[src/rtl/core/lrs_pkg.sv]
// Shared types, constants and the control program of the 8 kHz resampler.
// Used by the sequencer, the datapath, the total divider and the top level.
package lrs_pkg;

   // Resampling constants
   localparam int unsigned TargetRate  = 8000;
   localparam int unsigned RateMin     = 4000;
   localparam int unsigned RateMax     = 48000;
   localparam int unsigned MaxResults  = 5;
   // floor(x / 125) == (x * RecipMul) >> RecipShift for x < 2**22
   localparam int unsigned RecipMul    = 4294968;
   localparam int unsigned RecipShift  = 29;

   // Configuration register indexes
   typedef enum logic [1:0] {
      REG_SOURCE_RATE = 2'd0,
      REG_STEREO_MODE = 2'd1,
      REG_FRAME_COUNT = 2'd2
   } reg_index_type;

   // Datapath operations, one per control word
   typedef enum logic [3:0] {
      OP_NOP    = 4'd0,
      OP_ACCEPT = 4'd1,
      OP_MIX    = 4'd2,
      OP_SELECT = 4'd3,
      OP_MUL_A  = 4'd4,
      OP_MUL_B  = 4'd5,
      OP_SUM    = 4'd6,
      OP_RECIP  = 4'd7,
      OP_EMIT   = 4'd8,
      OP_COMMIT = 4'd9
   } op_type;

   // Jump conditions
   typedef enum logic [2:0] {
      C_NEVER     = 3'd0,
      C_ALWAYS    = 3'd1,
      C_NO_ITEM   = 3'd2,
      C_IGNORED   = 3'd3,
      C_LOOP_DONE = 3'd4,
      C_OUT_FREE  = 3'd5
   } cond_type;

   typedef logic [3:0] step_type;

   // Program addresses
   localparam step_type STEP_WAIT     = 4'd0;
   localparam step_type STEP_MIX      = 4'd1;
   localparam step_type STEP_TEST     = 4'd2;
   localparam step_type STEP_MUL_A    = 4'd3;
   localparam step_type STEP_MUL_B    = 4'd4;
   localparam step_type STEP_SUM      = 4'd5;
   localparam step_type STEP_RECIP    = 4'd6;
   localparam step_type STEP_EMIT     = 4'd7;
   localparam step_type STEP_OUT_WAIT = 4'd8;
   localparam step_type STEP_COMMIT   = 4'd9;

   typedef struct packed {
      logic     ready;
      op_type   op;
      cond_type cond;
      step_type target;
   } uword_type;

   typedef struct packed {
      logic accepted;
      logic ignored;
      logic loop_done;
      logic out_free;
   } status_type;

   // Control store: one word per step
   function automatic uword_type ucode_rom(step_type pc);
      uword_type w;
      unique case (pc)
         STEP_WAIT:     w = '{1'b1, OP_ACCEPT, C_NO_ITEM,   STEP_WAIT};
         STEP_MIX:      w = '{1'b0, OP_MIX,    C_IGNORED,   STEP_WAIT};
         STEP_TEST:     w = '{1'b0, OP_SELECT, C_LOOP_DONE, STEP_COMMIT};
         STEP_MUL_A:    w = '{1'b0, OP_MUL_A,  C_NEVER,     STEP_WAIT};
         STEP_MUL_B:    w = '{1'b0, OP_MUL_B,  C_NEVER,     STEP_WAIT};
         STEP_SUM:      w = '{1'b0, OP_SUM,    C_NEVER,     STEP_WAIT};
         STEP_RECIP:    w = '{1'b0, OP_RECIP,  C_NEVER,     STEP_WAIT};
         STEP_EMIT:     w = '{1'b0, OP_EMIT,   C_OUT_FREE,  STEP_TEST};
         STEP_OUT_WAIT: w = '{1'b0, OP_NOP,    C_ALWAYS,    STEP_EMIT};
         STEP_COMMIT:   w = '{1'b0, OP_COMMIT, C_ALWAYS,    STEP_WAIT};
         default:       w = '{1'b0, OP_NOP,    C_ALWAYS,    STEP_WAIT};
      endcase
      return w;
   endfunction

endpackage

[src/rtl/core/lrs_total_div.sv]
// Restoring divider for the clip's output count, one quotient bit per cycle.
// Depends on lrs_pkg for the target rate.
module lrs_total_div
   import lrs_pkg::*;
#(
   parameter int FRAME_INDEX_BITS = 24
) (
   input  logic                        clock,
   input  logic                        reset,
   input  logic                        start,
   input  logic [15:0]                 rate_eff,
   input  logic [FRAME_INDEX_BITS-1:0] n_eff,
   output logic                        busy,
   output logic [FRAME_INDEX_BITS+1:0] total
);

   localparam int NumW = FRAME_INDEX_BITS + 15;
   localparam int CntW = $clog2(NumW + 1);
   localparam logic [14:0] TwiceTarget = 15'(2 * TargetRate);

   logic [NumW-1:0] shift_ff, shift_in;
   logic [16:0]     rem_ff, rem_in;
   logic [CntW-1:0] cnt_ff, cnt_in;
   logic [NumW-1:0] num_w;
   logic [16:0]     den;
   logic [17:0]     trial;
   logic            ge;

   // Numerator 2*n*8000 + rate, denominator 2*rate
   assign num_w = NumW'(n_eff) * NumW'(TwiceTarget) + NumW'(rate_eff);
   assign den   = {rate_eff, 1'b0};
   assign trial = {rem_ff, shift_ff[NumW-1]};
   assign ge    = trial >= {1'b0, den};

   // Shift in one quotient bit per cycle
   always_comb begin
      shift_in = shift_ff;
      rem_in   = rem_ff;
      cnt_in   = cnt_ff;
      if (start) begin
         shift_in = num_w;
         rem_in   = '0;
         cnt_in   = CntW'(NumW);
      end else if (cnt_ff != '0) begin
         shift_in = {shift_ff[NumW-2:0], ge};
         rem_in   = ge ? 17'(trial - {1'b0, den}) : trial[16:0];
         cnt_in   = cnt_ff - 1'b1;
      end
   end

   always_ff @(posedge clock) begin
      if (reset) begin
         cnt_ff <= '0;
      end else begin
         cnt_ff <= cnt_in;
      end
      shift_ff <= shift_in;
      rem_ff   <= rem_in;
   end

   assign busy  = cnt_ff != '0;
   assign total = shift_ff[FRAME_INDEX_BITS+1:0];

endmodule

[src/rtl/core/lrs_sequencer.sv]
// Step counter and control store of the resampler.
// Depends on lrs_pkg for the control word format and the program.
module lrs_sequencer
   import lrs_pkg::*;
(
   input  logic       clock,
   input  logic       reset,
   input  status_type status,
   output uword_type  ctrl
);

   step_type pc_ff, pc_in;
   logic     take;

   assign ctrl = ucode_rom(pc_ff);

   // Evaluate the jump condition of the current word
   always_comb begin
      unique case (ctrl.cond)
         C_NEVER:     take = 1'b0;
         C_ALWAYS:    take = 1'b1;
         C_NO_ITEM:   take = !status.accepted;
         C_IGNORED:   take = status.ignored;
         C_LOOP_DONE: take = status.loop_done;
         C_OUT_FREE:  take = status.out_free;
         default:     take = 1'b1;
      endcase
      pc_in = take ? ctrl.target : pc_ff + 1'b1;
   end

   always_ff @(posedge clock) begin
      if (reset) begin
         pc_ff <= STEP_WAIT;
      end else begin
         pc_ff <= pc_in;
      end
   end

endmodule

[src/rtl/core/lrs_datapath.sv]
// Datapath of the resampler: downmix, phase tracking, interpolation and
// output register. Driven by control words from lrs_sequencer; uses lrs_pkg.
module lrs_datapath
   import lrs_pkg::*;
#(
   parameter int FRAME_INDEX_BITS = 24
) (
   input  logic                        clock,
   input  logic                        reset,
   input  uword_type                   ctrl,
   input  logic                        req_accept,
   input  logic [31:0]                 req_tdata,
   input  logic                        stereo,
   input  logic [15:0]                 rate_eff,
   input  logic [FRAME_INDEX_BITS-1:0] n_eff,
   input  logic [FRAME_INDEX_BITS+1:0] total,
   input  logic                        clip_clear,
   input  logic                        rsp_tready,
   output logic                        rsp_tvalid,
   output logic [15:0]                 rsp_tdata,
   output logic                        rsp_tlast,
   output status_type                  status
);

   localparam int FB = FRAME_INDEX_BITS;

   // Clip state
   logic signed [15:0] prev_ff, prev_in;
   logic [FB-1:0]      frames_ff, frames_in;
   logic [FB+1:0]      sent_ff, sent_in;
   logic [FB:0]        whole_ff, whole_in;
   logic [13:0]        residue_ff, residue_in;
   logic [2:0]         count_ff, count_in;
   // Per-item and per-output working registers
   logic signed [15:0] left_ff, right_ff, mono_ff, a_ff, b_ff;
   logic signed [30:0] prod_a_ff, prod_b_ff;
   logic               neg_ff;
   logic [27:0]        mag_ff;
   logic [15:0]        quot_ff;
   // Output register
   logic               out_valid_ff, out_valid_in;
   logic [15:0]        out_data_ff;
   logic               out_last_ff;

   logic signed [16:0] pair_sum;
   logic signed [15:0] mix;
   logic [13:0]        weight_a;
   logic signed [30:0] interp_sum;
   logic [30:0]        interp_abs;
   logic [44:0]        recip_prod;
   logic [17:0]        scaled7;
   logic [14:0]        scaled;
   logic [15:0]        phase_sum;
   logic [2:0]         phase_step;
   logic               behind, last_frame, loop_go, out_free, emit;
   logic [FB+2:0]      sent_next;

   // Downmix, truncating toward zero
   assign pair_sum = 17'(left_ff) + 17'(right_ff);
   assign mix      = stereo ? 16'((pair_sum + 17'(pair_sum[16])) >>> 1) : left_ff;

   // Loop condition for the next output
   assign behind     = whole_ff < {1'b0, frames_ff};
   assign last_frame = frames_ff == n_eff - 1'b1;
   assign loop_go    = (sent_ff < total) && (count_ff < 3'(MaxResults)) &&
                       (behind || (last_frame && whole_ff == {1'b0, frames_ff}));
   assign out_free   = !out_valid_ff || rsp_tready;
   assign emit       = ctrl.op == OP_EMIT && out_free;

   assign status.accepted  = req_accept;
   assign status.ignored   = frames_ff >= n_eff;
   assign status.loop_done = !loop_go;
   assign status.out_free  = out_free;

   // Interpolation arithmetic
   assign weight_a   = 14'(TargetRate) - residue_ff;
   assign interp_sum = prod_a_ff + prod_b_ff;
   assign interp_abs = interp_sum[30] ? 31'(-interp_sum) : interp_sum;
   assign recip_prod = 45'(mag_ff[27:6]) * 45'(RecipMul);
   assign scaled7    = 18'({quot_ff, 3'b000}) - 18'(quot_ff);
   assign scaled     = scaled7[17:3];

   // Advance phase: residue + rate split into whole steps of 8000
   always_comb begin
      phase_sum  = 16'(residue_ff) + rate_eff;
      phase_step = '0;
      for (int j = 1; j <= 6; j++) begin
         if (phase_sum >= 16'(j * TargetRate)) begin
            phase_step = 3'(j);
         end
      end
   end

   assign sent_next = {1'b0, sent_ff} + 1'b1;

   // Clip state next values
   always_comb begin
      prev_in    = prev_ff;
      frames_in  = frames_ff;
      sent_in    = sent_ff;
      whole_in   = whole_ff;
      residue_in = residue_ff;
      count_in   = count_ff;
      if (clip_clear) begin
         prev_in    = '0;
         frames_in  = '0;
         sent_in    = '0;
         whole_in   = '0;
         residue_in = '0;
      end else begin
         if (ctrl.op == OP_MIX) begin
            count_in = '0;
         end
         if (emit) begin
            sent_in    = sent_ff + 1'b1;
            count_in   = count_ff + 1'b1;
            whole_in   = whole_ff + (FB+1)'(phase_step);
            residue_in = 14'(phase_sum - 16'(phase_step) * 16'(TargetRate));
         end
         if (ctrl.op == OP_COMMIT) begin
            prev_in   = mono_ff;
            frames_in = frames_ff + 1'b1;
         end
      end
   end

   // Hold a result until taken
   always_comb begin
      out_valid_in = out_valid_ff;
      if (out_valid_ff && rsp_tready) begin
         out_valid_in = 1'b0;
      end
      if (emit) begin
         out_valid_in = 1'b1;
      end
   end

   always_ff @(posedge clock) begin
      if (reset) begin
         prev_ff      <= '0;
         frames_ff    <= '0;
         sent_ff      <= '0;
         whole_ff     <= '0;
         residue_ff   <= '0;
         count_ff     <= '0;
         out_valid_ff <= 1'b0;
      end else begin
         prev_ff      <= prev_in;
         frames_ff    <= frames_in;
         sent_ff      <= sent_in;
         whole_ff     <= whole_in;
         residue_ff   <= residue_in;
         count_ff     <= count_in;
         out_valid_ff <= out_valid_in;
      end
   end

   // Working registers, one operation per step
   always_ff @(posedge clock) begin
      if (ctrl.op == OP_ACCEPT && req_accept) begin
         left_ff  <= req_tdata[15:0];
         right_ff <= req_tdata[31:16];
      end
      if (ctrl.op == OP_MIX) begin
         mono_ff <= mix;
      end
      if (ctrl.op == OP_SELECT) begin
         a_ff <= behind ? prev_ff : mono_ff;
         b_ff <= mono_ff;
      end
      if (ctrl.op == OP_MUL_A) begin
         prod_a_ff <= 31'(a_ff * $signed({1'b0, weight_a}));
      end
      if (ctrl.op == OP_MUL_B) begin
         prod_b_ff <= 31'(b_ff * $signed({1'b0, residue_ff}));
      end
      if (ctrl.op == OP_SUM) begin
         neg_ff <= interp_sum[30];
         mag_ff <= 28'(interp_abs) + 28'(TargetRate / 2);
      end
      if (ctrl.op == OP_RECIP) begin
         quot_ff <= recip_prod[RecipShift+15:RecipShift];
      end
      if (emit) begin
         out_data_ff <= neg_ff ? 16'(-{1'b0, scaled}) : {1'b0, scaled};
         out_last_ff <= sent_next == {1'b0, total};
      end
   end

   assign rsp_tvalid = out_valid_ff;
   assign rsp_tdata  = out_data_ff;
   assign rsp_tlast  = out_last_ff;

endmodule

[src/rtl/core/downmix_linear_resampler_to_8k_unit.sv]
// Top level of the downmixing linear resampler to 8 kHz.
// Instantiates lrs_sequencer, lrs_datapath and lrs_total_div; uses lrs_pkg.
//
// Usage:
//   req_* carries one source frame per item (left and right samples).
//   rsp_* carries resampled 8 kHz mono samples; rsp_tlast marks the final
//   sample of the clip. csr_* writes source_rate (0), stereo_mode (1) and
//   frame_count (2); writing frame_count starts a new clip.
//   Each frame yields zero to five samples. The control program accepts the
//   frame, downmixes it, runs select, two multiplies, sum, reciprocal and
//   emit for each output sample, then makes one last test and commits; a
//   frame past the clip goes back to the accept step after the downmix.
//   After reset and after every write of source_rate or frame_count the
//   output count is recomputed by a serial divider, during which
//   req_tready stays low.
//   Reset restores source_rate 8000, mono mode, frame_count 1 and clears
//   the clip state. A stalled receiver holds its result in the output
//   register; the program keeps working on the next output and waits only
//   when it has another result to place.
module downmix_linear_resampler_to_8k_unit
   import lrs_pkg::*;
#(
   parameter int FRAME_INDEX_BITS = 24
) (
   input  logic        clock,
   input  logic        reset,
   // Source frames
   input  logic        req_tvalid,
   output logic        req_tready,
   input  logic [31:0] req_tdata,   // [15:0] left_sample, [31:16] right_sample
   // Resampled output
   output logic        rsp_tvalid,
   input  logic        rsp_tready,
   output logic [15:0] rsp_tdata,   // [15:0] out_sample
   output logic        rsp_tlast,
   // Configuration writes
   input  logic        csr_we,
   input  logic [1:0]  csr_addr,
   input  logic [23:0] csr_wdata
);

   localparam int FB = FRAME_INDEX_BITS;

   logic [15:0]      source_rate_ff;
   logic             stereo_mode_ff;
   logic [23:0]      frame_count_ff;
   logic             start_ff, start_in;
   logic             clip_clear;
   logic [15:0]      rate_eff;
   logic [FB+23:0]   frame_wide;
   logic [FB-1:0]    n_raw, n_eff;
   logic [FB+1:0]    total;
   logic             div_busy, busy, req_accept;
   uword_type        ctrl;
   status_type       status;

   // Configuration registers
   assign start_in   = csr_we && (csr_addr == REG_SOURCE_RATE ||
                                  csr_addr == REG_FRAME_COUNT);
   assign clip_clear = csr_we && csr_addr == REG_FRAME_COUNT;

   always_ff @(posedge clock) begin
      if (reset) begin
         source_rate_ff <= 16'(TargetRate);
         stereo_mode_ff <= 1'b0;
         frame_count_ff <= 24'd1;
         start_ff       <= 1'b1;
      end else begin
         start_ff <= start_in;
         if (csr_we) begin
            case (csr_addr)
               REG_SOURCE_RATE: source_rate_ff <= csr_wdata[15:0];
               REG_STEREO_MODE: stereo_mode_ff <= csr_wdata[0];
               REG_FRAME_COUNT: frame_count_ff <= csr_wdata;
               default: ;
            endcase
         end
      end
   end

   // Saturate rate, force a zero frame count to one
   assign rate_eff   = (source_rate_ff < 16'(RateMin)) ? 16'(RateMin) :
                       (source_rate_ff > 16'(RateMax)) ? 16'(RateMax) : source_rate_ff;
   assign frame_wide = {{FB{1'b0}}, frame_count_ff};
   assign n_raw      = frame_wide[FB-1:0];
   assign n_eff      = (n_raw == '0) ? FB'(1) : n_raw;

   assign busy       = start_ff || div_busy;
   assign req_tready = ctrl.ready && !busy;
   assign req_accept = req_tvalid && req_tready;

   lrs_total_div #(
      .FRAME_INDEX_BITS(FRAME_INDEX_BITS)
   ) u_total_div (
      .clock    (clock),
      .reset    (reset),
      .start    (start_ff),
      .rate_eff (rate_eff),
      .n_eff    (n_eff),
      .busy     (div_busy),
      .total    (total)
   );

   lrs_sequencer u_sequencer (
      .clock  (clock),
      .reset  (reset),
      .status (status),
      .ctrl   (ctrl)
   );

   lrs_datapath #(
      .FRAME_INDEX_BITS(FRAME_INDEX_BITS)
   ) u_datapath (
      .clock      (clock),
      .reset      (reset),
      .ctrl       (ctrl),
      .req_accept (req_accept),
      .req_tdata  (req_tdata),
      .stereo     (stereo_mode_ff),
      .rate_eff   (rate_eff),
      .n_eff      (n_eff),
      .total      (total),
      .clip_clear (clip_clear),
      .rsp_tready (rsp_tready),
      .rsp_tvalid (rsp_tvalid),
      .rsp_tdata  (rsp_tdata),
      .rsp_tlast  (rsp_tlast),
      .status     (status)
   );

   // The program leaves the accept step right after taking an item
   assert property (@(posedge clock) disable iff (reset)
      req_accept |=> !req_tready)
      else $error("item accepted twice in a row");

   // A new clip recomputes the output count before taking frames
   assert property (@(posedge clock) disable iff (reset)
      (csr_we && csr_addr == REG_FRAME_COUNT) |=> (busy && !req_tready))
      else $error("frame accepted before output count was recomputed");

   // Results are placed only from the emit step
   assert property (@(posedge clock) disable iff (reset)
      (rsp_tvalid && !$past(rsp_tvalid)) |-> ($past(ctrl.op) == OP_EMIT))
      else $error("result appeared outside the emit step");

endmodule

[config.mk]
export PLATFORM = sky130hd
export DESIGN_NAME = downmix_linear_resampler_to_8k_unit
export DESIGN_NICKNAME = d
export VERILOG_FILES = /design/src/rtl/core/lrs_pkg.sv /design/src/rtl/core/lrs_total_div.sv /design/src/rtl/core/lrs_sequencer.sv /design/src/rtl/core/lrs_datapath.sv /design/src/rtl/core/downmix_linear_resampler_to_8k_unit.sv
export SDC_FILE = /design/constraint.sdc
export NUM_CORES = 2
export LEC_CHECK = 0
export ABC_AREA = 1
export BUFFER_PORTS_ARGS = -buffer_cell sky130_fd_sc_hd__buf_2
export CAP_MARGIN = 10
export CORE_ASPECT_RATIO = 0.75
export CORE_MARGIN = 4
export CORE_UTILIZATION = 35
export DETAILED_ROUTE_END_ITERATION = 7
export GPL_TIMING_DRIVEN = 0
export PLACE_DENSITY_LB_ADDON = 0.1
export RECOVER_POWER = 25
export REMOVE_ABC_BUFFERS = 1
export SLEW_MARGIN = 20
export SYNTH_ARGS = -nofsm -noshare
export SYNTH_HDL_FRONTEND = slang
export SYNTH_SLANG_ARGS = --single-unit
[constraint.sdc]
create_clock -name clock -period 10.1 [get_ports clock]
set_clock_uncertainty 0.15 [all_clocks]
set_input_delay 2.525 -clock clock [delete_from_list [all_inputs] [get_ports clock]]
set_output_delay 2.525 -clock clock [all_outputs]
set_load 0.02 [all_outputs]
==> results.tsv <==
stage	metric	value	unit
run_status	outcome	completed	
global_route	first-pass GRT wire length	241	mm
routing	WL final	149	mm
worst_setup_path	Bufs and invs on worst path	6	
synth	most numerous cell in the Yosys netlist	inv_1	
final_layout	area delta synth->final	8.21	%
worst_setup_path	Crit path max-delay family	adder cells	
global_route	Tot GR Track Use	18.9	%
final_layout	Filler cells	15900	
synth	commonest cells in the netlist	inv_1 (1389), nand2_1 (1275), fa_1 (627), ha_1 (626), nor2_1 (465)	
cts	Sink Count	427	
placement	IO buf count	81	
cts	clock-pin slew of the registers on the worst-case setup and hold paths	0.06	ns
synth	Syn Std Cell Area	54100	sq um
cts	worst-case clock buffer depth	3	
global_route	initial antenna violation count	4	
synth	async set or reset register ratio after synthesis	0	%
sta	Final period util	90.8	%
synth	xor/xnor cell area share of the yosys netlist	5.33	%
synth	Area contributors post-synth	fa_1 (23%), ha_1 (14%), edfxtp_1 (13%), inv_1 (9.6%), nand2_1 (8.8%)	
flow_run	number of max-cap violations	0	
routing	DRC	0	
global_route	gr ovfl total	0	
cts	Num CTS Buffers	51	
worst_setup_path	slowest cell on the critical path	dfxtp_1	
floorplan	Ports	82	
synth	Post-Synth Simple-Gate Area	17.5	%
routing	Routed Antenna Nets	0	
synth	sequential area share after synthesis	20.2	%
worst_setup_path	element type at the critical path end	register	
min_path	Worst Hold Class	reg -> reg	
placement	dpl cells	8581	
synth	Synth Area in Compound Gates	8.10	%
worst_setup_path	crit path launch type	register	
sta	min Tclk post-route	9.17	ns
synth	Syn Area/Cell	8.19	sq um
floorplan	height of the chip	348	um
sta	Max-slew headroom	4.64	%
placement	RePlAce Congestion	0.854	
synth	Primary FF master, synth	edfxtp_1	
cts	post-cts resize count	0	
routing	Iteration-0 DRC Markers	2558	
final_layout	layout cells sized above 1	5.02	%
worst_setup_path	critical-path maximum fanout	20	
sta	Slew @ Worst Pin	1.43	ns
final_layout	Final #Nets	7934	
final_layout	Final Util	38.3	%
synth	largest family of logic cells by synthesized area	adder cells	
routing	first-pass iteration count of the detailed router	5	
floorplan	Starting Density	35.4	%
cts	CTS tree	done	
synth	Netlist cell types	71	
final_layout	Cell Count, Final, Fillers Out	8678	
routing	via count	41300	
floorplan	overall die area	161000	sq um
worst_setup_path	WP data arrival	9.37	ns
synth	Synth top area share	23.2	%
synth	post-synthesis adder-cell area fraction	37.7	%
synth	top cell type by total area after synthesis	fa_1	
worst_setup_path	Setup Crit Path Kind	reg -> reg	
synth	post-synthesis mux area share	0.333	%
synth	Synth Register Bits	427	
cts	Post-CTS Hold Fix Bufs	0	
placement	DP Wirelength	124	mm
sta	setup violators final	0	
sta	endpoints failing hold	0	
global_route	largest net degree at the start of global routing	61	
routing	WL/cell	17.2	um
floorplan	Rows	124	
worst_setup_path	crit-path most repeated cell	fa_1	
floorplan	core area	153000	sq um
worst_setup_path	CP peak stage delay	0.95	ns
worst_setup_path	Critical Path RT	10.31	ns
sta	unrepaired setup endpoints after global routing	no	
cts	H-tree depth	2	
sta	setup TNS	0	ns
cts	root buf cell	clkbuf_16	
cts	post-CTS setup buffers	0	
global_route	vias in the first global route	42200	
cts	Worst-Skew Late Latency	0.69	ns
synth	Mapped Cells	6601	
floorplan	Die W	462	um
synth	YS warnings	0	
sta	Max Clk Rate	0.109	GHz
routing	Avg Vias per Cell	4.76	
sta	Pins Over Slew Limit	0	
synth	Post-synth EDFFs	237	
cells in the final DEF, fill, tap and decap left out, types with 16 or more instances in the layout:
cell	count
clkbuf_1	21
nand4_1	75
nor2_2	19
clkbuf_16	52
nand3_1	172
inv_1	1387
nand2_2	24
dfxtp_1	187
xnor2_1	91
o211ai_1	22
ha_1	626
fa_1	626
a31oi_1	18
xor2_1	224
o21bai_1	20
o21ai_0	260
or2_2	25
o21ai_1	18
nand3b_1	24
nor4_1	18
nand2_1	1274
edfxtp_1	237
nor2_1	465
a21oi_1	376
nor3_1	88
mux2_2	16
buf_2	88
state kept, by name, indices dropped and copies added, names as in the netlist, 17 cells and up:
name and flops:
frame_count_ff 24, u_datapath.prod_a_ff 31, u_datapath.mag_ff 22, u_total_div.rem_ff 17
u_total_div.shift_ff 39, u_datapath.whole_ff 25, u_datapath.frames_ff 24, u_datapath.sent_ff 26
u_datapath.prod_b_ff 31
layout make-up:
cell class,count,area (sq um),area share [%]
Inverter,1403,5270,9.01
Tap cell,2016,2520,4.31
Multi-Input combinational cell,4621,37400,63.9
Timing Repair Buffer,114,722,1.23
Clock buffer,66,1400,2.39
Sequential cell,427,10900,18.7
Clock inverter,29,304,0.519
Antenna cell,2,5.00,0.00855
metrics by stage:
stage               setup WS, ns  hold slack, ns  area [sq um]
finish                     0.934           0.312         58500
floorplan                   2.16           0.271         53500
global route               0.341           0.331         58500
CTS                        0.903           0.311         58600
detailed placement         0.966           0.296         56900
global placement          -0.445           0.299         56400
cells by family after synthesis:
family                   Yosys count
buffers and inverters           1553
XOR/XNOR                         325
multiplexers                      16
adder cells (fa/ha/maj)         1253
AND/OR/NAND/NOR                 2230
flip-flops                       427
AO/OA/AOI/OAI                    797
worst reg2reg max path, delay by kind of cell (launching register included):
kind / cells / cell delay (ns)
flip-flops: 1 / 0.95
adder cells (fa/ha/maj): 8 / 3.66
AO/OA/AOI/OAI: 8 / 1.21
AND/OR/NAND/NOR: 10 / 1.24
buffers and inverters: 6 / 0.87
XOR/XNOR: 2 / 0.78
metal layers:
layer,vias up,part of all wire [%],global-route usage [%]
li1,20800,-,-
met1,19700,51,28.6
met2,715,41,28.3
met3,107,6.1,3.88
met4,0,1.1,2.43
met5,-,0,0
path summary, 6_finish.rpt:
kind,cells past startpoint,slack [ns],endpoint,start
hold reg to reg,2,0.31,u_datapath.prev_ff[8]$_SDFFE_PP0N_,u_datapath.prev_ff[8]$_SDFFE_PP0N_
setup / recovery,34,0.93,u_datapath.prod_a_ff[29]$_DFFE_PN_,u_datapath.residue_ff[1]$_SDFFE_PP0P_
setup reg to reg,34,0.93,u_datapath.prod_a_ff[29]$_DFFE_PN_,u_datapath.residue_ff[1]$_SDFFE_PP0P_
hold / removal,2,0.31,u_datapath.prev_ff[8]$_SDFFE_PP0N_,u_datapath.prev_ff[8]$_SDFFE_PP0N_
Power is not shown: default switching activity piles up to over one toggle a cycle in this logic, so the estimate is an artifact.
